`src/design/smbus_wm_pkg.sv`:
```
// Shared bus action codes, phase codes and field widths of the SMBus word master sequencer.
package smbus_wm_pkg;

  // Bus action requested from the bit-level engine
  typedef enum logic [2:0] {
    ACT_NONE   = 3'd0,
    ACT_START  = 3'd1,
    ACT_TX     = 3'd2,
    ACT_RSTART = 3'd3,
    ACT_RECV   = 3'd4,
    ACT_ACK    = 3'd5,
    ACT_NACK   = 3'd6,
    ACT_STOP   = 3'd7
  } bus_action_e;

  // Input kinds carried on tuser
  localparam logic OP_BEGIN = 1'b0;
  localparam logic OP_EVENT = 1'b1;

  // Phase counter width and codes
  localparam int unsigned PhaseW = 4;
  localparam logic [PhaseW-1:0] PH_0          = 4'd0;
  localparam logic [PhaseW-1:0] PH_1          = 4'd1;
  localparam logic [PhaseW-1:0] PH_2          = 4'd2;
  localparam logic [PhaseW-1:0] PH_3          = 4'd3;
  localparam logic [PhaseW-1:0] PH_4          = 4'd4;
  localparam logic [PhaseW-1:0] PH_5          = 4'd5;
  localparam logic [PhaseW-1:0] PH_6          = 4'd6;
  localparam logic [PhaseW-1:0] PH_7          = 4'd7;
  localparam logic [PhaseW-1:0] PH_8          = 4'd8;
  localparam logic [PhaseW-1:0] PH_READ_DONE  = 4'd9;
  localparam logic [PhaseW-1:0] PH_WRITE_DONE = 4'd5;
  localparam logic [PhaseW-1:0] PH_IDLE       = 4'd10;

  // Stream widths
  localparam int unsigned InDataW  = 40;
  localparam int unsigned OutDataW = 32;

endpackage

```
`src/design/smbus_word_master_sequencer.sv`:
```
// Top level of the SMBus Read Word / Write Word master sequencer.
//
// Usage:
//   The slave stream carries one item per transaction. tuser = 0 begins a
//   new word transaction (direction, address, command and write bytes on
//   tdata); tuser = 1 reports that the previous bus step completed, with the
//   received byte on tdata for the capture steps. Every item yields exactly
//   one result on the master stream: the next bus action, the byte to send,
//   both done flags and the received word.
//   The result is registered and valid in the cycle after the item is accepted.
//   Throughput: one item per cycle unless the receiver stalls; the whole
//   phase update is a single level of logic between state and result registers.
//   A begin while a transaction runs restarts it from the start condition.
//   Reset puts the phase at idle and clears the latched operands, received
//   bytes and done flags; the result register comes up empty.
//   When the receiver stalls, the result register holds its transaction and
//   s_axis_tready drops; it stays high as long as the result is taken.
module smbus_word_master_sequencer (
  input  logic        clk_i,
  input  logic        rst_ni,
  input  logic        s_axis_tvalid,
  output logic        s_axis_tready,
  // is_read[0], slave_address[7:1], command_code[15:8], write_low[23:16],
  // write_high[31:24], rx_byte[39:32]
  input  logic [smbus_wm_pkg::InDataW-1:0] s_axis_tdata,
  // opcode[0]
  input  logic        s_axis_tuser,
  output logic        m_axis_tvalid,
  input  logic        m_axis_tready,
  // bus_action[2:0], tx_byte[10:3], read_done[11], write_done[12],
  // read_word[28:13], zero[31:29]
  output logic [smbus_wm_pkg::OutDataW-1:0] m_axis_tdata
);

  // Unpack the input item
  logic       in_is_read;
  logic [6:0] in_addr;
  logic [7:0] in_cmd;
  logic [7:0] in_wlow;
  logic [7:0] in_whigh;
  logic [7:0] in_rx;

  assign in_is_read = s_axis_tdata[0];
  assign in_addr    = s_axis_tdata[7:1];
  assign in_cmd     = s_axis_tdata[15:8];
  assign in_wlow    = s_axis_tdata[23:16];
  assign in_whigh   = s_axis_tdata[31:24];
  assign in_rx      = s_axis_tdata[39:32];

  // Sequencer state
  logic [smbus_wm_pkg::PhaseW-1:0] phase_q, phase_d;
  logic       read_mode_q, read_mode_d;
  logic [6:0] addr_q, addr_d;
  logic [7:0] cmd_q, cmd_d;
  logic [7:0] out_low_q, out_low_d;
  logic [7:0] out_high_q, out_high_d;
  logic [7:0] got_low_q, got_low_d;
  logic [7:0] got_high_q, got_high_d;
  logic       rd_done_q, rd_done_d;
  logic       wr_done_q, wr_done_d;

  // Result register
  logic                                m_valid_q;
  logic [smbus_wm_pkg::OutDataW-1:0]   m_data_q, m_data_d;

  smbus_wm_pkg::bus_action_e act;
  logic [7:0] tx;
  logic       accept;

  assign s_axis_tready = ~m_valid_q | m_axis_tready;
  assign accept        = s_axis_tvalid & s_axis_tready;
  assign m_axis_tvalid = m_valid_q;
  assign m_axis_tdata  = m_data_q;

  // Work out the next phase and the bus action for one item
  always_comb begin
    phase_d     = phase_q;
    read_mode_d = read_mode_q;
    addr_d      = addr_q;
    cmd_d       = cmd_q;
    out_low_d   = out_low_q;
    out_high_d  = out_high_q;
    got_low_d   = got_low_q;
    got_high_d  = got_high_q;
    rd_done_d   = rd_done_q;
    wr_done_d   = wr_done_q;
    act         = smbus_wm_pkg::ACT_NONE;
    tx          = 8'h00;

    if (s_axis_tuser == smbus_wm_pkg::OP_BEGIN) begin
      // Latch the operands and request a start
      read_mode_d = in_is_read;
      addr_d      = in_addr;
      cmd_d       = in_cmd;
      out_low_d   = in_wlow;
      out_high_d  = in_whigh;
      rd_done_d   = 1'b0;
      wr_done_d   = 1'b0;
      phase_d     = smbus_wm_pkg::PH_0;
      act         = smbus_wm_pkg::ACT_START;
    end else if (read_mode_q) begin
      // Read word sequence
      case (phase_q)
        smbus_wm_pkg::PH_0: begin
          act = smbus_wm_pkg::ACT_TX; tx = {addr_q, 1'b0}; phase_d = smbus_wm_pkg::PH_1;
        end
        smbus_wm_pkg::PH_1: begin
          act = smbus_wm_pkg::ACT_TX; tx = cmd_q; phase_d = smbus_wm_pkg::PH_2;
        end
        smbus_wm_pkg::PH_2: begin
          act = smbus_wm_pkg::ACT_RSTART; phase_d = smbus_wm_pkg::PH_3;
        end
        smbus_wm_pkg::PH_3: begin
          act = smbus_wm_pkg::ACT_TX; tx = {addr_q, 1'b1}; phase_d = smbus_wm_pkg::PH_4;
        end
        smbus_wm_pkg::PH_4: begin
          act = smbus_wm_pkg::ACT_RECV; phase_d = smbus_wm_pkg::PH_5;
        end
        smbus_wm_pkg::PH_5: begin
          got_low_d = in_rx; act = smbus_wm_pkg::ACT_ACK; phase_d = smbus_wm_pkg::PH_6;
        end
        smbus_wm_pkg::PH_6: begin
          act = smbus_wm_pkg::ACT_RECV; phase_d = smbus_wm_pkg::PH_7;
        end
        smbus_wm_pkg::PH_7: begin
          got_high_d = in_rx; act = smbus_wm_pkg::ACT_NACK; phase_d = smbus_wm_pkg::PH_8;
        end
        smbus_wm_pkg::PH_8: begin
          act = smbus_wm_pkg::ACT_STOP; phase_d = smbus_wm_pkg::PH_READ_DONE;
        end
        smbus_wm_pkg::PH_READ_DONE: begin
          rd_done_d = 1'b1;
        end
        default: begin
        end
      endcase
    end else begin
      // Write word sequence
      case (phase_q)
        smbus_wm_pkg::PH_0: begin
          act = smbus_wm_pkg::ACT_TX; tx = {addr_q, 1'b0}; phase_d = smbus_wm_pkg::PH_1;
        end
        smbus_wm_pkg::PH_1: begin
          act = smbus_wm_pkg::ACT_TX; tx = cmd_q; phase_d = smbus_wm_pkg::PH_2;
        end
        smbus_wm_pkg::PH_2: begin
          act = smbus_wm_pkg::ACT_TX; tx = out_low_q; phase_d = smbus_wm_pkg::PH_3;
        end
        smbus_wm_pkg::PH_3: begin
          act = smbus_wm_pkg::ACT_TX; tx = out_high_q; phase_d = smbus_wm_pkg::PH_4;
        end
        smbus_wm_pkg::PH_4: begin
          act = smbus_wm_pkg::ACT_STOP; phase_d = smbus_wm_pkg::PH_WRITE_DONE;
        end
        smbus_wm_pkg::PH_WRITE_DONE: begin
          wr_done_d = 1'b1;
        end
        default: begin
        end
      endcase
    end

    // Pack the result transaction
    m_data_d = {3'b000, got_high_d, got_low_d, wr_done_d, rd_done_d, tx, act};
  end

  // Advance state on an accepted item
  always_ff @(posedge clk_i or negedge rst_ni) begin
    if (!rst_ni) begin
      phase_q     <= smbus_wm_pkg::PH_IDLE;
      read_mode_q <= 1'b0;
      addr_q      <= 7'd0;
      cmd_q       <= 8'd0;
      out_low_q   <= 8'd0;
      out_high_q  <= 8'd0;
      got_low_q   <= 8'd0;
      got_high_q  <= 8'd0;
      rd_done_q   <= 1'b0;
      wr_done_q   <= 1'b0;
    end else if (accept) begin
      phase_q     <= phase_d;
      read_mode_q <= read_mode_d;
      addr_q      <= addr_d;
      cmd_q       <= cmd_d;
      out_low_q   <= out_low_d;
      out_high_q  <= out_high_d;
      got_low_q   <= got_low_d;
      got_high_q  <= got_high_d;
      rd_done_q   <= rd_done_d;
      wr_done_q   <= wr_done_d;
    end
  end

  // Hold the result until the receiver takes it
  always_ff @(posedge clk_i or negedge rst_ni) begin
    if (!rst_ni) begin
      m_valid_q <= 1'b0;
    end else if (accept) begin
      m_valid_q <= 1'b1;
    end else if (m_axis_tready) begin
      m_valid_q <= 1'b0;
    end
  end

  // Load result payload
  always_ff @(posedge clk_i) begin
    if (accept) begin
      m_data_q <= m_data_d;
    end
  end

endmodule

```
`config.mk`:
```
export PLATFORM = sky130hd
export DESIGN_NAME = smbus_word_master_sequencer
export DESIGN_NICKNAME = d
export VERILOG_FILES = /design/src/design/smbus_wm_pkg.sv /design/src/design/smbus_word_master_sequencer.sv
export SDC_FILE = /design/constraint.sdc
export NUM_CORES = 1
export LEC_CHECK = 0
export BUFFER_PORTS_ARGS = -buffer_cell sky130_fd_sc_hd__buf_4
export CAP_MARGIN = 20
export CORE_MARGIN = 1
export CORE_UTILIZATION = 54
export DETAILED_ROUTE_END_ITERATION = 6
export HOLD_SLACK_MARGIN = 0.05
export PLACE_DENSITY = 0.79
export SYNTH_ARGS = -nofsm -noshare
export SYNTH_HDL_FRONTEND = slang
export SYNTH_SLANG_ARGS = --single-unit
export TNS_END_PERCENT = 20
```
`constraint.sdc`:
```
create_clock -name clk_i -period 2.2 [get_ports clk_i]
set_input_delay 0.11 -clock clk_i [delete_from_list [all_inputs] [get_ports clk_i]]
set_output_delay 0.11 -clock clk_i [all_outputs]
set_load 0.02 [all_outputs]
```
# Yosys cells after proc, flatten, opt, wreduce, memory -nomap -nowiden
# Index checks and enable logic that the tools add are counted.
[word_totals] inputBits=45 out_inout_bits=34 ff_bits=84 wordCells=59
[op_classes] n_reduce_logical=7 bitwise_logic=4 muxes=24 n_eq_ne=11
[op_table] operator="$mux 8" n=7
[op_table] operator="$pmux 4 s9" n=1
[op_table] operator="$pmux 8 s4" n=1
[op_table] operator="$pmux 8 s3" n=1
[op_table] operator="$pmux 4 s5" n=1
[op_table] operator="$pmux 3 s6" n=1
[op_table] operator="$eq 4x3->1 const B" n=4
[op_table] operator="$ne 10x1->1 const B" n=1
[op_table] operator="$eq 4x2->1 const B" n=2
[op_table] operator="$eq 4x4->1 const B" n=2
[op_table] operator="$mux 1" n=8
[op_table] operator="$mux 4" n=2
[op_table] operator="$ne 7x1->1 const B" n=1
[op_table] operator="$pmux 3 s2" n=1
[op_table] operator="$eq 4x1->1 const B" n=1
[op_table] operator="$logic_not 4->1" n=1
[op_table] operator="$reduce_or 4->1" n=1
[op_table] operator="$mux 3" n=1
[op_table] operator="$reduce_and 3->1" n=1
[op_table] operator="$reduce_or 3->1" n=1
[op_table] operator="$not 1->1" n=2
[op_table] operator="$reduce_and 2->1" n=1
[op_table] operator="$reduce_bool 2->1" n=1
[op_table] operator="$reduce_or 2->1" n=1
[op_table] operator="other kinds (2)" n=2

# Logic depth before layout (Yosys ltp)
# Gate-level depths: netlist of the first run.
[logic_depth] ltp_word=4 ltp_mapped=6 mapped_depth_nobuf=5

# Worst setup path after synthesis of the first run
# No wires, ideal clock.
[synth_path] path_type="register to register" startpoint="reg m_valid_q (netlist: m_axis_tvalid)" endpoint="reg got_low_q[7]" setup_ps=125 n_path_buf=0 path_stages_with_launch=6 synth_period_minus_slack_ps=2262 setup_slack_ps=-62 arrival_time_ps=2137 t_required_ps=2075 path_cell_list="dfrtp_1 > nand2b_1 > nand2_1 > inv_1 > nand2_4 > mux2_4"
[synth_between] elab_chain_len=3
[synth_rtl] element="start: declaration" line="smbus_word_master_sequencer.sv:63" text="logic m_valid_q;"
[synth_rtl] element="start signal: assignment" line="smbus_word_master_sequencer.sv:197" text="m_valid_q <= 1'b0;"
[synth_rtl] element="start signal: assignment" line="smbus_word_master_sequencer.sv:199" text="m_valid_q <= 1'b1;"
[synth_rtl] element="start signal: assignment" line="smbus_word_master_sequencer.sv:201" text="m_valid_q <= 1'b0;"
[synth_rtl] element="$not 1->1" line="smbus_word_master_sequencer.sv:70" text="assign s_axis_tready = ~m_valid_q | m_axis_tready;"
[synth_rtl] element="$or 1x1->1" line="smbus_word_master_sequencer.sv:70"
[synth_rtl] element="via s_axis_tready" line="smbus_word_master_sequencer.sv:22" text="output logic s_axis_tready,"
[synth_rtl] element="$and 1x1->1" line="smbus_word_master_sequencer.sv:71" text="assign accept = s_axis_tvalid & s_axis_tready;"
[synth_rtl] element="via accept" line="smbus_word_master_sequencer.sv:68" text="logic accept;"
[synth_rtl] element="end signal: assignment" line="smbus_word_master_sequencer.sv:187" text="got_low_q <= got_low_d;"
[synth_rtl] element="end: declaration" line="smbus_word_master_sequencer.sv:57" text="logic [7:0] got_low_q, got_low_d;"
# The timed path passes the listed nets, and every way through them passes these cells.
# A chain may end at the register's enable or synchronous reset.

# Worst setup path after layout of the first run
[layout_path] startpoint="reg phase_q[1] (netlist bit)" endpoint="reg m_data_q (netlist bit m_axis_tdata[21]) (data pin)"
[layout_between] elab_chain_len=4
[layout_rtl] element="start: declaration" line="smbus_word_master_sequencer.sv:51" text="logic [smbus_wm_pkg::PhaseW-1:0] phase_q, phase_d;"
[layout_rtl] element="start signal: assignment" line="smbus_word_master_sequencer.sv:170" text="phase_q <= smbus_wm_pkg::PH_IDLE;"
[layout_rtl] element="start signal: assignment" line="smbus_word_master_sequencer.sv:181" text="phase_q <= phase_d;"
[layout_rtl] element="$eq 4x3->1" line="smbus_word_master_sequencer.sv:103" text="case (phase_q)"
[layout_rtl] element="$mux 8" line="smbus_word_master_sequencer.sv:103"
[layout_rtl] element="$mux 8" line="smbus_word_master_sequencer.sv:101" text="end else if (read_mode_q) begin"
[layout_rtl] element="$mux 8" line="smbus_word_master_sequencer.sv:90" text="if (s_axis_tuser == smbus_wm_pkg::OP_BEGIN) begin"
[layout_rtl] element="via got_high_d[0]" line="smbus_word_master_sequencer.sv:58" text="logic [7:0] got_high_q, got_high_d;"
[layout_rtl] element="end signal: assignment" line="smbus_word_master_sequencer.sv:208" text="m_data_q <= m_data_d;"
[layout_rtl] element="end: declaration" line="smbus_word_master_sequencer.sv:64" text="logic [smbus_wm_pkg::OutDataW-1:0] m_data_q, m_data_d;"
# The timed path passes the listed nets, and every way through them passes these cells.

==> flow_summary_export.csv, run 1 <==
group,metric,value,unit
run_status,outcome,"finished clean",
setup_path,critPathMaxFanout,16,
die,io_pins,79,
routing,routedWlPerCell,16.5,um
timing,final_max_slew_viol_count,0,
routing,wirelength,8.06,mm
yosys,syn_inst,269,
routing,via_per_inst,5.43,
clock_network,ctsLongestPathBuffers,2,
routing,drt_drc_violations_left,0,
power,p_per_area,855,nW/um^2
setup_path,cpLargestDelayFamily,"flip-flops",
clock_network,root_buffer,"clkbuf_8",
job,timing.max_cap.violations,0,
routing,drtIter0Drc,192,
power,irDropWorstVdd,0.000481,V
timing,final-setup-viol-count,0,
placement,gp_congestion,0.764,
global_route,grt_usage,0.241,
die,die_h,85.7,um
yosys,async_flop_share,0.655,
setup_path,critPathBufInv,0,
hold_path,min-delay-start,"m_axis_tready",
timing,fin_tns_setup,0,ns
yosys,synthDistinctLibCells,40,
cells_and_area,syn2layout_area_growth,32.7,%
global_route,grt_max_degree,56,
cells_and_area,drive_gt1_frac,0.458,
hold_path,hold_class,"in -> reg",
clock_network,numCtsBuffers,9,
global_route,gr-total-overflow,0,
setup_path,path_class,"reg -> reg",
clock_network,cts.sinks,84,
cells_and_area,n_antenna_cell,0,
power,power_leakage,2.20,nW
clock_network,cts_tree,"yes",
clock_network,cts-htree-levels,3,
setup_path,cpPeakStageDelay,0.69,ns
routing,ant_nets,0,
setup_path,crit_arrival,2.11,ns
cells_and_area,mostFrequentLayoutCell,"buf_4",
cells_and_area,fillers,455,
routing,drt_first_pass_iters,4,
setup_path,worstReg2RegStart,"phase_q[1]",
yosys,synth_area,3780,um^2
yosys,syn_area_per_cell,14.1,um^2
timing,worstMarginPinSlew,0.960,ns
timing,fmax,497,MHz
timing,hold_violations,0,
cells_and_area,finalNetCount,431,
setup_path,slowest_stage,"dfstp_2",
yosys,synth_edf_count,29,
global_route,grt_pass1_wl,13.2,mm
die,dieWidth,85.7,um
yosys,yosysWarnings,0,
setup_path,cp-startpoint,"phase_q[1]",
yosys,seq_area_frac_synth,0.594,
timing,hold_ws,0.0504,ns
yosys,ys_seq_elements,84,
global_route,antenna_found_initial,0,
setup_path,crit_path_cell_trace,"nand2_1 > nor3_4 > mux2_2",
die,coreArea,6790,um^2
timing,rsz0062_at_grt,"false",
setup_path,crit_required,2.30,ns
clock_network,clk_latency,0.36,ns
cells_and_area,most-common-layout-cells,"buf_4 (78), mux2_2 (77), dfrtp_1 (53)",
die,dieArea,7350,um^2
timing,maxSlewHeadroom,0.355,
placement,dp_hpwl,4.93,mm
yosys,yosys_most_used_dff,"dfrtp_1",
timing,post-route-min-period,2.01,ns
clock_network,cts_setup_buffers,0,
die,rows,30,
setup_path,critPathLaunchType,"register",
timing,fin_crit_sh,0.914,
die,initial_utilization,0.557,
setup_path,end_kind,"register",
routing,vias,2644,
timing,skew,0.0108,ns
clock_network,path_clk_slew,0.09,ns
global_route,first_global_vias,2681,
placement,io_buffers,75,
-- path summary, 6_finish.rpt --
path / slack, ns / end / depth (start not counted)
max: 0.19 / m_axis_tdata[21] / 3
min: 0.05 / m_axis_tvalid / 3
max reg2reg: 0.19 / m_axis_tdata[21] / 3
min reg2reg: 0.50 / cmd_q[4] / 1
max in group asynchronous: 1.37 / got_low_q[4] / 2
min in group asynchronous: 0.35 / out_high_q[4] / 2
-- timing repair --
| item | in CTS | in global routing |
|---|---|---|
| endpoints found under the hold margin | 102 | 0 |
| hold buffers | 42 | 0 |
| resized for setup | 0 | 0 |
-- report_power, final --
part           total, mW  internal (mW)  leakage (nW)  switching (mW)
Sequential          2.09           1.91         0.970           0.181
Combinational       1.16          0.586          1.14           0.573
Clock               1.05          0.513        0.0911           0.536
-- cells in the mapped netlist (2+ instances only) --
cell,instances,area share
nor3_4,2,0.0086
nand3_1,2,0.0026
o21a_1,4,0.0079
dfstp_2,2,0.014
clkbuf_1,6,0.0059
nor2_1,6,0.0059
and3_1,2,0.0033
o211ai_1,2,0.0040
a21oi_1,15,0.020
nor3_1,2,0.0026
edfxtp_1,29,0.23
inv_1,5,0.0050
buf_2,3,0.0040
buf_4,7,0.014
mux2_2,77,0.23
nand2b_1,5,0.0083
dfrtp_1,53,0.35
o21ai_0,11,0.015
a22oi_1,7,0.014
nand2_1,8,0.0079
nand2_4,2,0.0059
-- final cells by class --
class	count	area, um^2	area share
clock buffers	10	128	0.0254
repair buffers	121	1030	0.204
inverters	5	22.5	0.00448
well taps	96	120	0.0239
multi-input cells	165	1420	0.283
flip-flops and latches	84	2250	0.448
clock inverters	6	55.1	0.0110
-- layer usage --
metal  global-route usage  part of all wire  up-vias
met2                0.401              0.51       90
li1                     -                 -     1222
met4                0.123             0.028        0
met3               0.0472             0.049       22
met1                0.302              0.41     1310
met5                    0                 0        -
-- metrics by stage --
stage	util	power, mW	cells	cell area, um^2	setup WS [ns]
final	0.739	4.30	487	5020	0.189
after global routing	0.739	4.50	487	5020	0.0794
after CTS	0.739	4.29	487	5020	0.207
after detailed placement	0.651	3.20	429	4420	0.225
after global placement	0.651	3.16	429	4420	0.246
after floorplan	-	2.85	271	3800	-0.0190
-- flip-flops by register name, indices dropped and copies added, names as in the netlist --
| signal | flops |
|---|---|
| addr_q | 7 |
| read_mode_q | 1 |
| wr_done_q | 1 |
| got_low_q | 8 |
| m_axis_tdata | 29 |
| m_axis_tvalid | 1 |
| got_high_q | 8 |
| rd_done_q | 1 |
| cmd_q | 8 |
| phase_q | 4 |
| out_high_q | 8 |
| out_low_q | 8 |
-- worst register-to-register path, cell delays in order (launching register included) --
cell,delay [ns]
dfstp_2,0.69
nand2_1,0.19
nor3_4,0.48
mux2_2,0.40
-- kinds of logic (layout without fill, tap and decap cells) --
| kind of cell | count (synthesis) | after routing | synth area share |
|---|---|---|---|
| buffers and inverters | 22 | 142 | 0.0317 |
| AOI/OAI and AO/OA | 48 | 48 | 0.0793 |
| DFF | 84 | 84 | 0.594 |
| xor gates and xnor gates | 1 | 1 | 0.00231 |
| muxes | 78 | 78 | 0.233 |
| and+or+nand+nor | 35 | 35 | 0.0582 |
| other | 1 | 3 | 0.000991 |
Note: power is estimated with default switching activity, not from simulation.
==> run 2, diff against run 1 <==
- ABC_AREA: unset -> 1
- CORE_UTILIZATION: 54 -> 55
- PLACE_DENSITY: 0.79 -> 0.8
- SLEW_MARGIN: unset -> 20
==> run 2 against run 1 <==
- design area up 1.2%
- setup slack better by 0.13 ns
- die area grew 0.67%
- worst hold slack gained 0.0072 ns
- via count is 32% higher
- combinational power decreased by 9%
- core utilization up 0.88 points
- largest cell class unchanged
- sequential power is 3% lower
- critical endpoint is now m_axis_tdata[8]
- largest power group unchanged
- first-iteration DRC count is 5.7% lower
- critical path type unchanged
- clock skew rose by 0.00056 ns
- power is 1.3% lower
==> flow_summary_export.csv, run 2 <==
group,metric,value,unit
run_status,outcome,"finished clean",
yosys,synth_most_common_cell,"nand2_1",
timing,setup_ws,0.324,ns
timing,worstMarginPinSlew,0.948,ns
power,p_clk_frac,0.272,
power,p_sw,1.32,mW
die,coreArea,6790,um^2
placement,placed_area,4520,um^2
yosys,ys_seq_elements,84,
timing,fin_tns_setup,0,ns
power,p_per_area,834,nW/um^2
setup_path,crit_required,2.40,ns
hold_path,hold_class,"in -> reg",
cells_and_area,most-common-layout-cells,"nand2_1 (222), buf_4 (81), dfrtp_1 (53)",
setup_path,path_class,"reg -> reg",
cells_and_area,drive_gt1_frac,0.198,
die,io_pins,79,
yosys,seq_area_frac_synth,0.580,
yosys,synth_area,3880,um^2
yosys,async_flop_share,0.655,
cells_and_area,postLayoutCellArea,5080,um^2
routing,drt_first_pass_iters,5,
global_route,grt_max_degree,56,
yosys,synthDistinctLibCells,27,
die,rows,30,
global_route,gr-total-overflow,0,
timing,fmax,533,MHz
die,dieArea,7400,um^2
global_route,antenna_found_initial,0,
routing,vias,3498,
power,share_comb_of_total_power,0.249,
placement,io_buffers,75,
clock_network,clk_latency,0.35,ns
setup_path,critPathLaunchType,"register",
yosys,yosys.area.top_type,"dfrtp_1",
power,switching_share,0.311,
power,seq_power_share,0.479,
routing,drt_drc_violations_left,0,
placement,dp_hpwl,5.65,mm
yosys,synth_area_leaders,"dfrtp_1 (34%), edfxtp_1 (22%), nand2_1 (21%), nand3_1 (6.2%), inv_1 (1.7%)",
yosys,syn_inst,464,
clock_network,cts_tree,"yes",
cells_and_area,largest_reg_flops,29,
cells_and_area,syn2layout_area_growth,31.0,%
timing,rsz0062_at_grt,"false",
clock_network,cts-htree-levels,3,
timing,hold_ws,0.0576,ns
cells_and_area,mostFrequentLayoutCell,"nand2_1",
cells_and_area,n_antenna_cell,0,
clock_network,cts.sinks,84,
power,p_int,2.92,mW
yosys,yosys_most_used_dff,"dfrtp_1",
placement,gp_congestion,0.839,
routing,routedWlPerCell,13.4,um
yosys,ys_top_cells_by_count,"nand2_1 (222), dfrtp_1 (53), nand3_1 (48)",
global_route,grt_pass1_wl,15.0,mm
routing,drtIter0Drc,181,
yosys,yosysWarnings,0,
cells_and_area,finalNetCount,615,
placement,preCtsSetupSlack,0.384,ns
yosys,synth_top_area_share,0.342,
cells_and_area,final_util,0.748,
yosys,syn_area_per_cell,8.36,um^2
die,die_h,86.0,um
routing,wirelength,9.01,mm
clock_network,root_buffer,"clkbuf_8",
timing,post-route-min-period,1.88,ns
clock_network,ctsLongestPathBuffers,2,
setup_path,critPathMaxFanout,22,
global_route,first_global_vias,3269,
yosys,synth_edf_count,29,
global_route,grt_usage,0.265,
clock_network,path_clk_slew,0.08,ns
timing,skew,0.0114,ns
cells_and_area,stdcell_count,671,
timing,final-setup-viol-count,0,
timing,final_max_slew_viol_count,0,
power,total_power,4.24,mW
routing,ant_nets,0,
die,dieWidth,86.0,um
setup_path,crit_arrival,2.07,ns
job,timing.max_cap.violations,0,
timing,fin_crit_sh,0.853,
timing,maxSlewHeadroom,0.367,
routing,via_per_inst,5.21,
power,power_leakage,2.56,nW
power,irDropWorstVdd,0.000446,V
timing,hold_violations,0,
placement,dp_cells,620,
setup_path,end_kind,"register",
clock_network,numCtsBuffers,9,
die,initial_utilization,0.571,
==> run 2: cell types whose count changed after synthesis, sizes merged, moves of 10 or more <==
cell / delta
nand2: +213
nand3: +47
inv: +19
o21ai: +17
nor2: +10
mux2: -78
==> run 2: metal layers <==
layer | track usage | vias up | part of all wire
met2 | 0.420 | 169 | 0.48
met3 | 0.0481 | 23 | 0.080
met1 | 0.351 | 1608 | 0.41
met4 | 0.138 | 0 | 0.027
met5 | 0 | - | 0
li1 | - | 1698 | -
==> run 2: worst paths after layout <==
path	start	end	slack [ns]	cells after the start
max	phase_q[2]	m_axis_tdata[8]	0.32	6
min	s_axis_tvalid	m_axis_tvalid	0.06	3
max reg2reg	phase_q[2]	m_axis_tdata[8]	0.32	6
min reg2reg	cmd_q[2]	cmd_q[2]	0.48	2
max in group asynchronous	rst_ni	out_high_q[2]	1.40	2
min in group asynchronous	rst_ni	got_high_q[4]	0.34	2
==> run 2: repair_timing <==
item                                    CTS  global route
hold endpoints to repair                 87             0
resized for setup                         0             0
setup buffers                             0             0
endpoints found under the setup margin    0             0
hold buffers                             35             0
==> run 2: layout make-up <==
cell class              count  area [um^2]
well taps                  96          120
repair buffers            117          978
flip-flops and latches     84         2250
clock buffers              13          170
inverters                  24         90.1
clock inverters             3         43.8
fillers                   476         1710
multi-input cells         334         1430
==> run 2: logic make-up after synthesis <==
logic type      share of synthesized area
compound gates                     0.0596
buf+inv                            0.0542
flops                               0.580
other cells                      0.000966
simple gates                        0.306
==> run 2: power by group through the flow <==
stage	Combinational (mW)	Clock [mW]	Sequential, mW
after detailed placement	0.986	0	2.06
after CTS	1.04	1.17	2.03
after floorplan	0.594	0	2.10
after global placement	0.957	0	2.05
final	1.05	1.15	2.03
after global routing	1.18	1.23	2.06
==> run 2: worst max-delay path, cell delays in order (launching register included) <==
cell     delay (ns)
dfrtp_1        0.46
nor2_1         0.46
buf_4          0.34
nand3_1        0.13
nand2_1        0.09
o21ai_0        0.08
a21oi_1        0.16
==> run 3, diff against run 2 <==
- CORE_MARGIN: 1 -> unset
- PLACE_DENSITY: 0.8 -> 0.81
==> run 3 against run 2 <==
- setup slack improved by 0.12 ns
- power decreased by 2.4%
- clock power down 7%
- clock-buffer cell count down 2
- critical path depth is the same
- sequential power about the same
- cell count decreased by 0.30%
- flip-flop and latch count is the same
- first-iteration DRC count fell by 6.6%
- sequential share of layout area grew 0.42 points
- worst hold slack improved by 0.020 ns
- via count fell by 1.2%
- critical endpoint is now m_axis_tdata[9]
- largest cell class unchanged
==> flow_summary_export.csv, run 3 (same netlist as run 2, synthesis figures left out) <==
group,metric,value,unit
run_status,outcome,"finished clean",
cells_and_area,drive_gt1_frac,0.201,
setup_path,end_kind,"register",
global_route,antenna_found_initial,0,
power,total_power,4.14,mW
setup_path,cpPeakStageDelay,0.59,ns
cells_and_area,ff_latch_area,2250,um^2
setup_path,crit_path_cell_trace,"nand2_1 > nor2_1 > nand2_1 > nand3_1 > nand2_1 > a21oi_1",
placement,dp_hpwl,5.78,mm
clock_network,path_clk_slew,0.08,ns
routing,vias,3457,
setup_path,critPathMaxFanout,8,
timing,final-setup-viol-count,0,
placement,io_buffers,75,
setup_path,critPathBufInv,0,
clock_network,numCtsBuffers,9,
timing,final_max_slew_viol_count,0,
global_route,first_global_vias,3239,
power,seq_power_share,0.490,
cells_and_area,largest_reg_flops,29,
setup_path,path_class,"reg -> reg",
global_route,grt_max_degree,56,
die,dieArea,7400,um^2
global_route,gr-total-overflow,0,
power,p_int,2.84,mW
cells_and_area,finalNetCount,614,
clock_network,ctsLongestPathBuffers,2,
setup_path,cpLargestDelayFamily,"simple AND/OR/NAND/NOR gates",
timing,hold_violations,0,
clock_network,cts_setup_buffers,0,
clock_network,cts_resized,0,
setup_path,slowest_stage,"dfstp_2",
clock_network,clk_latency,0.35,ns
timing,fin_crit_sh,0.799,
routing,routedWlPerCell,12.9,um
clock_network,cts.sinks,84,
cells_and_area,fillers,480,
die,initial_utilization,0.571,
cells_and_area,most-common-layout-cells,"nand2_1 (222), buf_4 (83), dfrtp_1 (53)",
die,die_h,86.0,um
setup_path,crit_arrival,1.95,ns
timing,fmax,569,MHz
cells_and_area,mostFrequentLayoutCell,"nand2_1",
hold_path,hold_class,"in -> reg",
cells_and_area,n_antenna_cell,0,
job,timing.max_cap.violations,0,
timing,rsz0062_at_grt,"false",
cells_and_area,multi_input_area,1430,um^2
power,p_per_area,822,nW/um^2
timing,post-route-min-period,1.76,ns
clock_network,cts-htree-levels,3,
timing,worstMarginPinSlew,0.912,ns
placement,dp_cells,621,
timing,skew,0.0116,ns
die,rows,30,
clock_network,root_buffer,"clkbuf_8",
routing,drt_drc_violations_left,0,
power,power_leakage,2.53,nW
timing,maxSlewHeadroom,0.392,
cells_and_area,syn2layout_area_growth,29.8,%
power,switching_share,0.314,
routing,via_per_inst,5.17,
cells_and_area,stdcell_count,669,
setup_path,critPathLaunchType,"register",
power,p_clk_frac,0.258,
power,irDropWorstVdd,0.000427,V
die,coreArea,6790,um^2
setup_path,crit_required,2.39,ns
clock_network,cts_tree,"yes",
power,p_sw,1.30,mW
setup_path,crit_top_cell,"nand2_1",
power,share_comb_of_total_power,0.252,
die,dieWidth,86.0,um
global_route,grt_pass1_wl,14.7,mm
timing,fin_tns_setup,0,ns
die,io_pins,79,
global_route,grt_usage,0.256,
routing,drtIter0Drc,169,
routing,ant_nets,0,
placement,gp_congestion,0.922,
routing,wirelength,8.66,mm
routing,drt_first_pass_iters,5,
run 3: changes by cell type in the layout (fill, tap and decap cells not counted):
cell and delta:
buf_12 -1, clkinv_4 -1, dlygate4sd3_1 -2, clkbuf_1 -1
buf_4 +2, clkinvlp_4 +2, clkbuf_16 -1
run 3: through the flow:
stage	hold slack, ns	area, um^2	worst slack (ns)	utilization
after floorplan	-0.186	3890	0.303	-
after global placement	0.196	4510	0.505	0.664
after detailed placement	0.208	4510	0.493	0.664
after CTS	0.0608	5040	0.469	0.741
after global routing	0.0710	5040	0.224	0.741
final	0.0776	5040	0.441	0.741
run 3: metal layers:
metal / GRT usage / part of all wire / up-vias
li1: - / - / 1689
met1: 0.343 / 0.42 / 1582
met2: 0.422 / 0.49 / 168
met3: 0.0346 / 0.070 / 18
met4: 0.105 / 0.018 / 0
met5: 0 / 0 / -
run 3: what timing repair did:
action                                  4_1_cts  5_1_grt
endpoints found under the hold margin        85        0
hold buffers                                 33        0
endpoints found under the setup margin        0        0
run 3: cell type report:
type | count | share of cell area
tap | 96 | 0.0239
timing repair buffer | 116 | 0.189
sequential | 84 | 0.447
clock buffer | 11 | 0.0281
inverter | 24 | 0.0179
multi-input combinational | 334 | 0.284
clock inverter | 4 | 0.00994
run 3: path summary, 6_finish.rpt:
| check | start | end | slack, ns | depth (start not counted) |
|---|---|---|---|---|
| setup reg to reg | phase_q[1] | m_axis_tdata[9] | 0.44 | 6 |
| hold / removal | s_axis_tuser | phase_q[3] | 0.08 | 3 |
| max in group asynchronous | rst_ni | got_low_q[1] | 1.38 | 2 |
| hold reg to reg | out_high_q[0] | out_high_q[0] | 0.48 | 2 |
| min in group asynchronous | rst_ni | got_high_q[4] | 0.32 | 2 |
| setup / recovery | phase_q[1] | m_axis_tdata[9] | 0.44 | 6 |
run 3: tightest hold or removal path: cells and delay by family:
kind	cells	cell delay, ns
and+or+nand+nor	2	0.17
buffers and inverters	1	0.15
run 3: power groups by stage:
| stage | clock network [mW] | logic, mW | registers [mW] |
|---|---|---|---|
| 3_3_place_gp | 0 | 0.955 | 2.05 |
| 5_1_grt | 1.15 | 1.16 | 2.05 |
| 3_5_place_dp | 0 | 0.983 | 2.06 |
| 4_1_cts | 1.09 | 1.03 | 2.02 |
| 2_1_floorplan | 0 | 0.594 | 2.10 |
| 6_report | 1.07 | 1.04 | 2.03 |
